`src/sv/aus_pkg.sv`:
```
// Package: shared types and constants of the access unit splitter.
package aus_pkg;

    localparam int unsigned STEP_W = 20;
    localparam int unsigned OUT_TIME_W = 48;
    localparam int unsigned QUEUE_DEPTH = 4;
    localparam int unsigned QPTR_W = $clog2(QUEUE_DEPTH);
    localparam int unsigned QCNT_W = $clog2(QUEUE_DEPTH + 1);

    localparam logic [STEP_W-1:0] TIME_STEP_RESET = 20'd33333;
    localparam logic [7:0] NAL_TYPE_MASK = 8'h1F;
    localparam logic [7:0] FIRST_SLICE_BIT = 8'h80;
    localparam logic [4:0] NAL_SLICE_NON_IDR = 5'd1;
    localparam logic [4:0] NAL_SLICE_IDR = 5'd5;

    typedef struct packed {
        logic [7:0] data_byte;
        logic       restart;
    } t_in_item;

    typedef struct packed {
        logic [7:0]            out_byte;
        logic                  unit_start;
        logic [OUT_TIME_W-1:0] unit_time;
    } t_out_item;

    // Classified beat handed from the front to the back.
    typedef struct packed {
        logic [7:0] data_byte;
        logic       unit_start;
        logic       time_step;
    } t_work;

endpackage

```
`src/sv/aus_front.sv`:
```
// Front: lookahead window, start code detection and access unit classification.
module aus_front (
    input  logic             i_clk,
    input  logic             i_rst_n,
    input  logic             i_in_valid,
    output logic             o_in_ready,
    input  aus_pkg::t_in_item i_in_item,
    output logic             o_push_valid,
    input  logic             i_push_ready,
    output aus_pkg::t_work   o_push_data
);
    import aus_pkg::*;

    logic [7:0] r_window [4];
    logic [2:0] r_fill;
    logic       r_synced;
    logic       r_slice_seen;

    logic       accept;
    logic       full;
    logic       sc;
    logic       is_slice;
    logic [4:0] hdr_type;
    logic       step;

    assign o_in_ready = i_push_ready;
    assign accept = i_in_valid && o_in_ready;
    assign full = (r_fill == 3'd4);

    assign hdr_type = 5'(r_window[3] & NAL_TYPE_MASK);
    assign sc = (r_window[0] == 8'h00) && (r_window[1] == 8'h00) && (r_window[2] == 8'h01);
    assign is_slice = sc && ((hdr_type == NAL_SLICE_NON_IDR) || (hdr_type == NAL_SLICE_IDR));
    // A first slice after an earlier slice opens a new unit and moves the clock on.
    assign step = r_synced && is_slice && r_slice_seen
                  && ((i_in_item.data_byte & FIRST_SLICE_BIT) != 8'h00);

    assign o_push_valid = i_in_valid && !i_in_item.restart && full && (r_synced || sc);
    assign o_push_data.data_byte = r_window[0];
    assign o_push_data.unit_start = r_synced ? step : sc;
    assign o_push_data.time_step = step;

    always_ff @(posedge i_clk) begin
        if (!i_rst_n) begin
            r_fill <= 3'd0;
            r_synced <= 1'b0;
            r_slice_seen <= 1'b0;
        end else if (accept) begin
            if (i_in_item.restart) begin
                r_fill <= 3'd0;
                r_synced <= 1'b0;
                r_slice_seen <= 1'b0;
            end else if (!full) begin
                r_fill <= r_fill + 3'd1;
            end else begin
                r_synced <= r_synced || sc;
                r_slice_seen <= r_slice_seen || is_slice;
            end
        end
    end

    always_ff @(posedge i_clk) begin
        if (accept && !i_in_item.restart) begin
            if (!full) begin
                r_window[r_fill[1:0]] <= i_in_item.data_byte;
            end else begin
                r_window[0] <= r_window[1];
                r_window[1] <= r_window[2];
                r_window[2] <= r_window[3];
                r_window[3] <= i_in_item.data_byte;
            end
        end
    end

endmodule

```
`src/sv/aus_queue.sv`:
```
// Queue: short first-in first-out buffer between the front and the back.
module aus_queue (
    input  logic           i_clk,
    input  logic           i_rst_n,
    input  logic           i_push_valid,
    output logic           o_push_ready,
    input  aus_pkg::t_work i_push_data,
    output logic           o_pop_valid,
    input  logic           i_pop_ready,
    output aus_pkg::t_work o_pop_data
);
    import aus_pkg::*;

    t_work              r_mem [QUEUE_DEPTH];
    logic [QPTR_W-1:0]  r_wr_ptr;
    logic [QPTR_W-1:0]  r_rd_ptr;
    logic [QCNT_W-1:0]  r_count;
    logic               push;
    logic               pop;

    assign o_push_ready = (r_count != QCNT_W'(QUEUE_DEPTH));
    assign o_pop_valid = (r_count != '0);
    assign o_pop_data = r_mem[r_rd_ptr];
    assign push = i_push_valid && o_push_ready;
    assign pop = o_pop_valid && i_pop_ready;

    always_ff @(posedge i_clk) begin
        if (!i_rst_n) begin
            r_wr_ptr <= '0;
            r_rd_ptr <= '0;
            r_count <= '0;
        end else begin
            if (push) begin
                r_wr_ptr <= r_wr_ptr + QPTR_W'(1);
            end
            if (pop) begin
                r_rd_ptr <= r_rd_ptr + QPTR_W'(1);
            end
            if (push && !pop) begin
                r_count <= r_count + QCNT_W'(1);
            end else if (pop && !push) begin
                r_count <= r_count - QCNT_W'(1);
            end
        end
    end

    always_ff @(posedge i_clk) begin
        if (push) begin
            r_mem[r_wr_ptr] <= i_push_data;
        end
    end

endmodule

```
`src/sv/aus_back.sv`:
```
// Back: timestamp counter, step register and output register.
module aus_back #(
    parameter int unsigned TIME_BITS = 48
) (
    input  logic                       i_clk,
    input  logic                       i_rst_n,
    input  logic                       i_time_step_we,
    input  logic [aus_pkg::STEP_W-1:0] i_time_step,
    input  logic                       i_pop_valid,
    output logic                       o_pop_ready,
    input  aus_pkg::t_work             i_pop_data,
    output logic                       o_out_valid,
    input  logic                       i_out_ready,
    output aus_pkg::t_out_item         o_out_item
);
    import aus_pkg::*;

    logic [STEP_W-1:0]    r_time_step;
    logic [TIME_BITS-1:0] r_time;
    logic [TIME_BITS-1:0] n_time;
    logic [63:0]          time_wide;
    logic                 r_out_valid;
    t_out_item            r_out_item;
    logic                 pop;

    assign o_pop_ready = !r_out_valid || i_out_ready;
    assign pop = i_pop_valid && o_pop_ready;
    assign o_out_valid = r_out_valid;
    assign o_out_item = r_out_item;

    // The sum wraps in TIME_BITS bits; a narrow counter only sees the low step bits.
    assign n_time = i_pop_data.time_step
                    ? TIME_BITS'(r_time + TIME_BITS'(r_time_step)) : r_time;
    assign time_wide = 64'(n_time);

    always_ff @(posedge i_clk) begin
        if (!i_rst_n) begin
            r_time_step <= TIME_STEP_RESET;
            r_time <= '0;
            r_out_valid <= 1'b0;
        end else begin
            if (i_time_step_we) begin
                r_time_step <= i_time_step;
            end
            if (pop) begin
                r_time <= n_time;
                r_out_valid <= 1'b1;
            end else if (i_out_ready) begin
                r_out_valid <= 1'b0;
            end
        end
    end

    always_ff @(posedge i_clk) begin
        if (pop) begin
            r_out_item.out_byte <= i_pop_data.data_byte;
            r_out_item.unit_start <= i_pop_data.unit_start;
            r_out_item.unit_time <= time_wide[OUT_TIME_W-1:0];
        end
    end

endmodule

```
`src/sv/access_unit_splitter.sv`:
```
// Top level: byte stream access unit splitter with timestamped units.
//
//   Channel   Direction  Signals                                  Beat
//   input     in         i_in_valid, o_in_ready, i_in_item        one stream byte or restart
//   output    out        o_out_valid, i_out_ready, o_out_item     one delayed byte with unit info
//   config    in         i_time_step_we, i_time_step              write of the time step
//
// One input beat is taken every cycle while the queue has room; each byte leaves four input bytes later,
// and an emitted beat is written into the queue and then loaded into the output register.
// The rate is set by the front's window shift and compare and the back's single timestamp
// add, so one beat moves through each part per cycle unless the output stalls.
// Reset is synchronous and clears the window state, the queue and the timestamp.
// A stalled output fills the four-entry queue before the input stalls.
module access_unit_splitter #(
    parameter int unsigned TIME_BITS = 48
) (
    input  logic                       i_clk,
    input  logic                       i_rst_n,
    input  logic                       i_time_step_we,
    input  logic [aus_pkg::STEP_W-1:0] i_time_step,
    input  logic                       i_in_valid,
    output logic                       o_in_ready,
    input  aus_pkg::t_in_item          i_in_item,
    output logic                       o_out_valid,
    input  logic                       i_out_ready,
    output aus_pkg::t_out_item         o_out_item
);
    import aus_pkg::*;

    logic  push_valid;
    logic  push_ready;
    t_work push_data;
    logic  pop_valid;
    logic  pop_ready;
    t_work pop_data;

    aus_front u_front (
        .i_clk        (i_clk),
        .i_rst_n      (i_rst_n),
        .i_in_valid   (i_in_valid),
        .o_in_ready   (o_in_ready),
        .i_in_item    (i_in_item),
        .o_push_valid (push_valid),
        .i_push_ready (push_ready),
        .o_push_data  (push_data)
    );

    aus_queue u_queue (
        .i_clk        (i_clk),
        .i_rst_n      (i_rst_n),
        .i_push_valid (push_valid),
        .o_push_ready (push_ready),
        .i_push_data  (push_data),
        .o_pop_valid  (pop_valid),
        .i_pop_ready  (pop_ready),
        .o_pop_data   (pop_data)
    );

    aus_back #(
        .TIME_BITS (TIME_BITS)
    ) u_back (
        .i_clk          (i_clk),
        .i_rst_n        (i_rst_n),
        .i_time_step_we (i_time_step_we),
        .i_time_step    (i_time_step),
        .i_pop_valid    (pop_valid),
        .o_pop_ready    (pop_ready),
        .i_pop_data     (pop_data),
        .o_out_valid    (o_out_valid),
        .i_out_ready    (i_out_ready),
        .o_out_item     (o_out_item)
    );

endmodule

```
`config.mk`:
```
export PLATFORM = sky130hd
export DESIGN_NAME = access_unit_splitter
export DESIGN_NICKNAME = d
export VERILOG_FILES = /design/src/sv/aus_pkg.sv /design/src/sv/aus_front.sv /design/src/sv/aus_queue.sv /design/src/sv/aus_back.sv /design/src/sv/access_unit_splitter.sv
export SDC_FILE = /design/constraint.sdc
export NUM_CORES = 1
export LEC_CHECK = 0
export BUFFER_PORTS_ARGS = -buffer_cell sky130_fd_sc_hd__buf_2
export CORE_MARGIN = 2
export CORE_UTILIZATION = 35
export DETAILED_ROUTE_END_ITERATION = 7
export SLEW_MARGIN = 0
export SYNTH_ARGS = -nofsm -noshare
export SYNTH_HDL_FRONTEND = slang
export SYNTH_HIERARCHICAL = 1
export SYNTH_SLANG_ARGS = --single-unit
```
`constraint.sdc`:
```
create_clock -name i_clk -period 8.8 [get_ports i_clk]
set_clock_uncertainty 0.15 [all_clocks]
set_input_delay 0.88 -clock i_clk [delete_from_list [all_inputs] [get_ports i_clk]]
set_output_delay 0.88 -clock i_clk [all_outputs]
set_load 0.02 [all_outputs]
```
# Word-level counts from Yosys, hierarchy flattened
# Memories as Yosys holds them, arrays and structs flattened. A register that Yosys moved wholly into a read port is not among the register bits.
# Index checks and enable logic that the tools add are counted.
# totals
reg_bits	138
latch_bits	0
mem_bits_rw	72
mem_bits_ro	0
inputBits	34
word_cells	83
memories	2
# classes
addsub	6
n_mul	0
div_mod_pow	0
n_lt_le_gt_ge	0
n_eq_ne	6
shift	0
muxes	25
n_bitwise	0
n_reduce_logical	32
# memory_table
memory	depth	width	read_ports	rd_clocked_by_memory_dff	write_ports	line_no	source
u_queue.r_mem	4	10	1	1	1	aus_queue.sv:14	t_work r_mem [QUEUE_DEPTH];
u_front.r_window	4	8	4	0	4	aus_front.sv:14	logic [7:0] r_window [4];
# ops
cell	n
adder 48 x 20 -> 48 bit	1
two-way mux 48 bit	1
zero test 8 bit	2
two-way mux 1 bit	16
logical AND 1 bit	15
two-way mux 3 bit	4
== test 8 x 1 -> 1 bit (second input constant)	1
two-way mux 8 bit	1
OR reduction 8 bit	1
adder 3 x 1 -> 3 bit (second input constant)	2
two-way mux 2 bit	3
nonzero test 2 bit	3
== test 5 x 1 -> 1 bit (second input constant)	1
== test 5 x 3 -> 1 bit (second input constant)	1
adder 2 x 1 -> 2 bit (second input constant)	2
zero test 1 bit	4
logical OR 1 bit	4
AND reduction 2 bit	2
== test 3 bit (second input constant)	1
!= test 3 bit (second input constant)	1
nonzero test 3 bit	1
subtractor 3 x 1 -> 3 bit (second input constant)	1
!= test 2 bit (second input constant)	1

# Longest topological paths before layout
# Gate-level depths: netlist of run 1.
# An unclocked memory read counts as a cell.
# depth
word_depth	11
mapped_depth	11

# Cells and area by module
# Netlist of run 1, hierarchy kept.
# by_module_without_submodules
module	instances	cells_per_inst	area_each_um2	seq_area_each_um2
aus_back	1	649	6414.9	3093.0
aus_queue	1	100	1945.6	1381.3
aus_front	1	148	1661.6	1061.0

# Worst setup path after synthesis of run 1
# No wires, ideal clock.
# synth_timing
path_kind	input to register
start	in i_out_ready
end	reg u_back.r_time[31]
t_arrival_ns	3.676
required_time_ns	8.522
setup_slack_ns	4.847
cell_stages	7
n_path_buf	1
path_cell_list	nand2b_1 > nand2_1 > inv_1 > clkbuf_1 > o2111ai_1 > xor2_1 > nor2_1
# synth_between
elab_chain_cells	2
# synth_lines
item	line_no	source
from (decl)	access_unit_splitter.sv:25	input logic i_out_ready,
logical OR 1 bit	aus_back.sv:26	assign o_pop_ready = !r_out_valid || i_out_ready;
logical AND 1 bit	aus_back.sv:27	assign pop = i_pop_valid && o_pop_ready;
net u_back.pop	aus_back.sv:24	logic pop;
to (signal assigned)	aus_back.sv:46	r_time <= n_time;
to (decl)	aus_back.sv:19	logic [TIME_BITS-1:0] r_time;
# The timed path passes the listed nets, and every way through them passes these cells.
# A chain may end at the register's enable or synchronous reset.

==> qor.yml, run 1 <==
crit_path_max_incr_delay_ps: 440
vias: 6835
layout_commonest_cell: "nand2_1"
path_cells: "nor4_2 > nand4_1 > or2_4 > a2111oi_4 > a21boi_4 > ha_1 > inv_1 > fa_1 > xor2_1 > or3_1 > a21boi_0"
cts_root_buffer: "clkbuf_16"
worstPathRequired_ps: 9100
dr.pass1.iters: 5
cts_resized: 0
wl_um: 21800
ant_nets: 0
dpl.hpwl_um: 15300
yosysUniqueCellTypes: 73
rows: 61
antenna_found_initial: 0
p_per_area_nw_per_um2: 290
syn_avg_cell_area_um2: 11.2
nets: 1046
clk_pin_slew_worst_paths_ps: 60
final_util_pct: 41.5
drt_iter0_drc: 455
cts_num_sinks: 212
cp_slowest_cell: "edfxtp_1"
crit_type: "register to register"
tns_ps: 0
io_pins: 93
worstPathArrival_ps: 3750
syn_area_um2: 10000
avgRoutedWirePerCell_um: 15.9
layout_common_cells: "nand2_1 (142), edfxtp_1 (129), buf_2 (92), dfxtp_1 (83), a21oi_1 (53)"
ys_ff_latch: 212
p_leak_nw: 4.40
finalSetupViolCount: 0
grt-ovfl-total: 0
hold_buffers: 0
fin_crit_sh_pct: 39.3
layout-drive-gt1-share_pct: 18.5
h-tree-depth: 1
async_flop_share_pct: 0
grt_pass1_wl_um: 35800
peakVddDrop_v: 0.000151
crit_path_start_kind: "register"
grt_setup_unrepaired: "no"
status: "completed"
grt_max_degree: 58
synth_nets: 962
worst-path-max-fanout: 7
period_needed_ps: 3450
drc_errors: 0
hold_path_class: "register to register"
slew_violations: 0
yosysSeqAreaShare_pct: 55.2
syn_to_final_growth_pct: 16.0
core_area_um2: 28000
track_usage_pct: 14.6
synth_edf_count: 129
io_buffers: 92
grt_pass1_vias: 6729
vias_per_cell: 4.97
hold_viol_final: 0
cts_buffers: 24
cts_tree: "done"
die_area_um2: 30000
worst_slew_pin_slew_ps: 998
slew_headroom_pct: 33.2
endpoint_kind: "register"
synth_warnings: 6
initial_utilization_pct: 35.8
clock_path_buffers: 3
die_h_um: 173
worstSkewPairLatency_ps: 520
ys.flop_type: "edfxtp_1"
place.gp.congestion: 0.852
max_cap_violations: 0
post_cts_buffers: 0
synthCells: 897
die_x_um: 173
num_antenna_cells: 0
max_freq_mhz: 289
synthesized netlist by cell type (4+ instances only):
library cell	n	area (um^2)
a211oi_1	4	30.0
a21o_1	5	37.5
a21oi_1	53	265
and2_1	13	81.3
and3_1	11	68.8
and4_1	5	43.8
buf_2	10	50.1
clkbuf_1	21	78.8
dfxtp_1	83	1660
edfxtp_1	129	3870
ha_1	29	363
inv_1	18	67.6
mux2_2	16	180
mux2i_1	32	320
mux4_2	10	225
nand2_1	142	533
nand2b_1	12	75.1
nand3_1	25	125
nand4_1	21	131
nor2_1	51	191
nor2b_1	7	43.8
nor3_1	16	80.1
nor4_1	5	31.3
o21a_1	13	97.6
o21ai_0	26	130
o21ai_1	5	25.0
o21bai_1	4	30.0
o31ai_1	4	30.0
or3_1	11	68.8
or4_1	4	30.0
xnor2_1	31	272
xor2_1	23	201
cell families (layout without fill, tap and decap cells):
family | count (synthesis) | in the layout | share of synthesized area, %
AOI/OAI and AO/OA | 142 | 142 | 9.49
DFF | 212 | 212 | 55.2
adders and majority gates | 31 | 31 | 4.02
muxes | 58 | 58 | 7.24
xor gates and xnor gates | 54 | 54 | 4.72
and+or+nand+nor | 343 | 343 | 16.9
buffers and inverters | 57 | 158 | 2.41
report_power, final:
part / internal (mW) / switching, mW
sequential: 1.31 / 0.108
clock: 0.601 / 0.398
combinational: 0.323 / 0.631
cell type report:
type / count / area [um^2]
Clock buffer: 30 / 674
Clock inverter: 13 / 128
Fill cell: 2685 / 16400
Inverter: 18 / 67.6
Multi-Input combinational cell: 628 / 4250
Sequential cell: 212 / 5540
Tap cell: 378 / 473
Timing Repair Buffer: 97 / 498
state kept, by name, summed over array words and instances (netlist names), named ones only:
name                  cells
u_back/o_out_item        57
u_back/r_time            48
u_queue/r_mem            40
u_front/r_window         32
u_back/r_time_step       20
u_front/r_fill            3
u_queue/r_count           3
u_queue/r_rd_ptr          2
u_queue/r_wr_ptr          2
u_back/o_out_valid        1
u_front/r_slice_seen      1
u_front/r_synced          1
metal layers:
| layer | track usage [%] | share of wire, % |
|---|---|---|
| met1 | 20.3 | 47 |
| met2 | 23.8 | 46 |
| met3 | 2.26 | 4.1 |
| met4 | 3.78 | 2.3 |
| met5 | 0 | 0 |
critical path, delay by kind of cell, from the launching register on:
family                     cells  cell delay, ps
DFF                            1             440
AOI/OAI and AO/OA              3             830
xor gates and xnor gates       1             150
and+or+nand+nor                4            1160
adders and majority gates      2             600
buffers and inverters          1              60
through the flow:
stage / instance area, um^2 / total power [mW] / std cells / hold WS [ps] / worst slack, ps
floorplan: 10000 / 2.11 / 897 / 293 / 4850
global placement: 10800 / 2.40 / 1333 / 308 / 5380
detailed placement: 10800 / 2.41 / 1333 / 317 / 5360
CTS: 11600 / 3.42 / 1376 / 328 / 5340
global route: 11600 / 3.55 / 1376 / 351 / 5090
finish: 11600 / 3.37 / 1376 / 325 / 5350
worst paths after layout:
| path | cells after the start | endpoint | slack (ps) | startpoint |
|---|---|---|---|---|
| worst min-delay path | 2 | u_back/r_time[2] | 330 | u_back/r_time[2] |
| worst max-delay path | 11 | u_queue/r_count[2] | 5350 | u_front/r_window[0][1] |
| worst max register to register | 11 | u_queue/r_count[2] | 5350 | u_front/r_window[0][1] |
| worst min register to register | 2 | u_back/r_time[2] | 330 | u_back/r_time[2] |
No activity file was read; power rests on OpenSTA's default activity.
==> run 2: changes to the inputs <==
- ABC_AREA: unset -> 1
- clock period: 8.8 -> 3.22 ns (I/O delays scaled with it)
==> run 2 against run 1 <==
Compared with the run above: wire length rose by 17%; setup slack worse by 4900 ps; register-to-register slack worse by 4900 ps.
==> qor.yml, run 2 <==
grt_setup_unrepaired: "no"
synthCells: 1285  # +43%
worstPathArrival_ps: 3080  # -670 ps
synth_warnings: 6  # unchanged
path_cells: "inv_1 > ha_1 > nand2_2 > inv_4 > nand3_1 > a21oi_1 > nand2_4 > inv_2 > ha_1 > inv_1 > fa_1 > inv_1 > nand2_1 > nand3_1 > nand2_1 > nand2_1 > nor2_1"
wl_um: 25500  # +17%
avgRoutedWirePerCell_um: 14.0  # -12%
h-tree-depth: 1  # unchanged
drt_iter0_drc: 601  # +32%
dpl.hpwl_um: 18100  # +19%
synth_edf_count: 129  # unchanged
power_mw: 11.0  # +230%
largest_reg_flops: 57  # unchanged
antenna_found_initial: 0  # unchanged
layout-drive-gt1-share_pct: 14.8  # -3.7 points
worstPathRequired_ps: 3480  # -5620 ps
tns_ps: 0  # unchanged
max_cap_violations: 0  # unchanged
worst-path-max-fanout: 24  # +17
synth_common_cells: "nand2_1 (297), inv_1 (167), nor2_1 (138)"
nets: 1471  # +41%
cts_tree: "done"
route.met2.wl_um: 12000  # +19%
cp_slowest_cell: "fa_1"
io_buffers: 92  # unchanged
r2r-start: "u_front/r_fill[0]"
grt_pass1_wl_um: 40800  # +14%
pwr-share-clk_pct: 25.1  # -4.5 points
post_cts_buffers: 0  # unchanged
ant_nets: 0  # unchanged
io_pins: 93  # unchanged
clock_path_buffers: 3  # unchanged
place.gp.congestion: 0.908  # +6.6%
die_area_um2: 32100  # +7.1%
path_delay_family: "adder cells"
ys.flop_type: "edfxtp_1"
vias: 8683  # +27%
ys_ff_latch: 212  # unchanged
finalSetupViolCount: 0  # unchanged
die_h_um: 179  # +3.5%
crit_path_start_kind: "register"
vias_per_cell: 4.77  # -4.0%
num_antenna_cells: 0  # unchanged
p_per_area_nw_per_um2: 865  # +200%
fin_crit_sh_pct: 87.5  # +48 points
wl_met1_um: 11900  # +15%
peakVddDrop_v: 0.000703  # +360%
synth_nets: 1350  # +40%
yosys.area.top_type: "edfxtp_1"
track_usage_pct: 15.9  # +1.3 points
die_x_um: 179  # +3.5%
max_freq_mhz: 355  # +23%
p_switching_mw: 4.29  # +280%
period_needed_ps: 2820  # -636 ps
cts_buffers: 25  # +4.2%
hp-start: "i_in_item[0]"
final_util_pct: 41.9  # +0.38 points
hold_buffers: 28  # +28
grt_max_degree: 66  # +14%
cts_root_buffer: "clkbuf_16"
slew_violations: 0  # unchanged
slew_headroom_pct: 54.3  # +21 points
core_area_um2: 30400  # +8.6%
p_leak_nw: 5.67  # +29%
rows: 64  # +4.9%
yosysSeqAreaShare_pct: 51.5  # -3.8 points
power_frac_seq_pct: 39.1  # -3.0 points
grt-ovfl-total: 0  # unchanged
syn_avg_cell_area_um2: 8.37  # -25%
cts_num_sinks: 212  # unchanged
clk_pin_slew_worst_paths_ps: 60  # about the same
syn_area_um2: 10800  # +7.3%
hold_path_class: "primary input to register"
endpoint_kind: "register"
finalNonFillerCells: 1821  # +32%
syn_to_final_growth_pct: 18.5
layout_commonest_cell: "nand2_1"
startpoint: "u_front/r_fill[0]"
cts_resized: 0  # unchanged
p_comb_share_pct: 35.9  # +7.6 points
grt_pass1_vias: 7992  # +19%
async_flop_share_pct: 0  # unchanged
synth_most_common_cell: "nand2_1"
crit_path_max_incr_delay_ps: 380  # -60 ps
initial_utilization_pct: 35.3  # -0.44 points
internal_power_mw: 6.73  # +200%
wl_met3_um: 1190  # +33%
dpl.cell_count: 1747  # +31%
worstSkewPairLatency_ps: 520  # about the same
worst_slew_pin_slew_ps: 681  # -318 ps
synth_top_area_share_pct: 36.0  # -2.6 points
layout_common_cells: "nand2_1 (296), inv_1 (167), nor2_1 (138), edfxtp_1 (129), nand3_1 (110)"
dr.pass1.iters: 5  # unchanged
crit_type: "register to register"
yosysUniqueCellTypes: 50  # -32%
fin_ws_ps: 402  # -4940 ps
ys_top_cells_by_area: "edfxtp_1 (36%), dfxtp_1 (15%), nand2_1 (10%), inv_1 (5.8%), nand3_1 (5.1%)"
p_sw_share_pct: 38.9  # +5.2 points
hold_viol_final: 0  # unchanged
top_layer_used: "met4"
status: "completed"
post-place-ws_ps: 420  # -4940 ps
path_buf_inv: 5  # +4
drc_errors: 0  # unchanged
run 2: per-layer routing:
metal / GRT usage [%] / vias to the layer above
met4: 4.00 / 0
met5: 0 / -
li1: - / 4475
met1: 21.2 / 3977
met2: 27.0 / 198
met3: 2.12 / 33
run 2: layout make-up:
class                      count  area (um^2)
fill                        3071        17700
multi-input combinational    856         4370
tap                          396          495
clock buffer                  36          707
clock inverter                10          104
sequential                   212         5540
timing repair buffer         134          858
inverter                     177          669
run 2: final timing paths:
check,to,slack (ps),depth (start not counted)
min,u_front/r_fill[2],80,4
max,u_queue/r_count[2],400,17
min reg2reg,u_front/r_slice_seen,320,2
max reg2reg,u_queue/r_count[2],400,17
run 2: cell families (layout without fill, tap and decap cells):
group                      count (synthesis)  in the layout  synth area share, %
AOI/OAI and AO/OA                        184            184                 9.37
and+or+nand+nor                          632            632                 26.7
adders and majority gates                 31             31                 3.75
DFF                                      212            212                 51.5
xor gates and xnor gates                   9              9                0.733
buffers and inverters                    217            357                 8.00
run 2: tightest hold or removal path, delay by kind of cell:
family	cells	cell delay, ps
compound gates	2	150
buf+inv	1	170
simple gates	1	60
run 2: metrics by stage:
step / hold WS (ps) / area (um^2)
6_report: 82.8 / 12700
5_1_grt: 82.2 / 12700
3_5_place_dp: 309 / 11700
4_1_cts: 56.4 / 12700
3_3_place_gp: 293 / 11700
2_1_floorplan: 271 / 10800
run 2: power groups by stage:
stage / Clock (mW) / Combinational [mW] / Sequential (mW)
floorplan: 0 / 2.32 / 4.74
global placement: 0 / 3.87 / 4.36
detailed placement: 0 / 3.94 / 4.36
CTS: 2.84 / 3.98 / 4.31
global route: 2.94 / 4.43 / 4.40
finish: 2.76 / 3.95 / 4.30
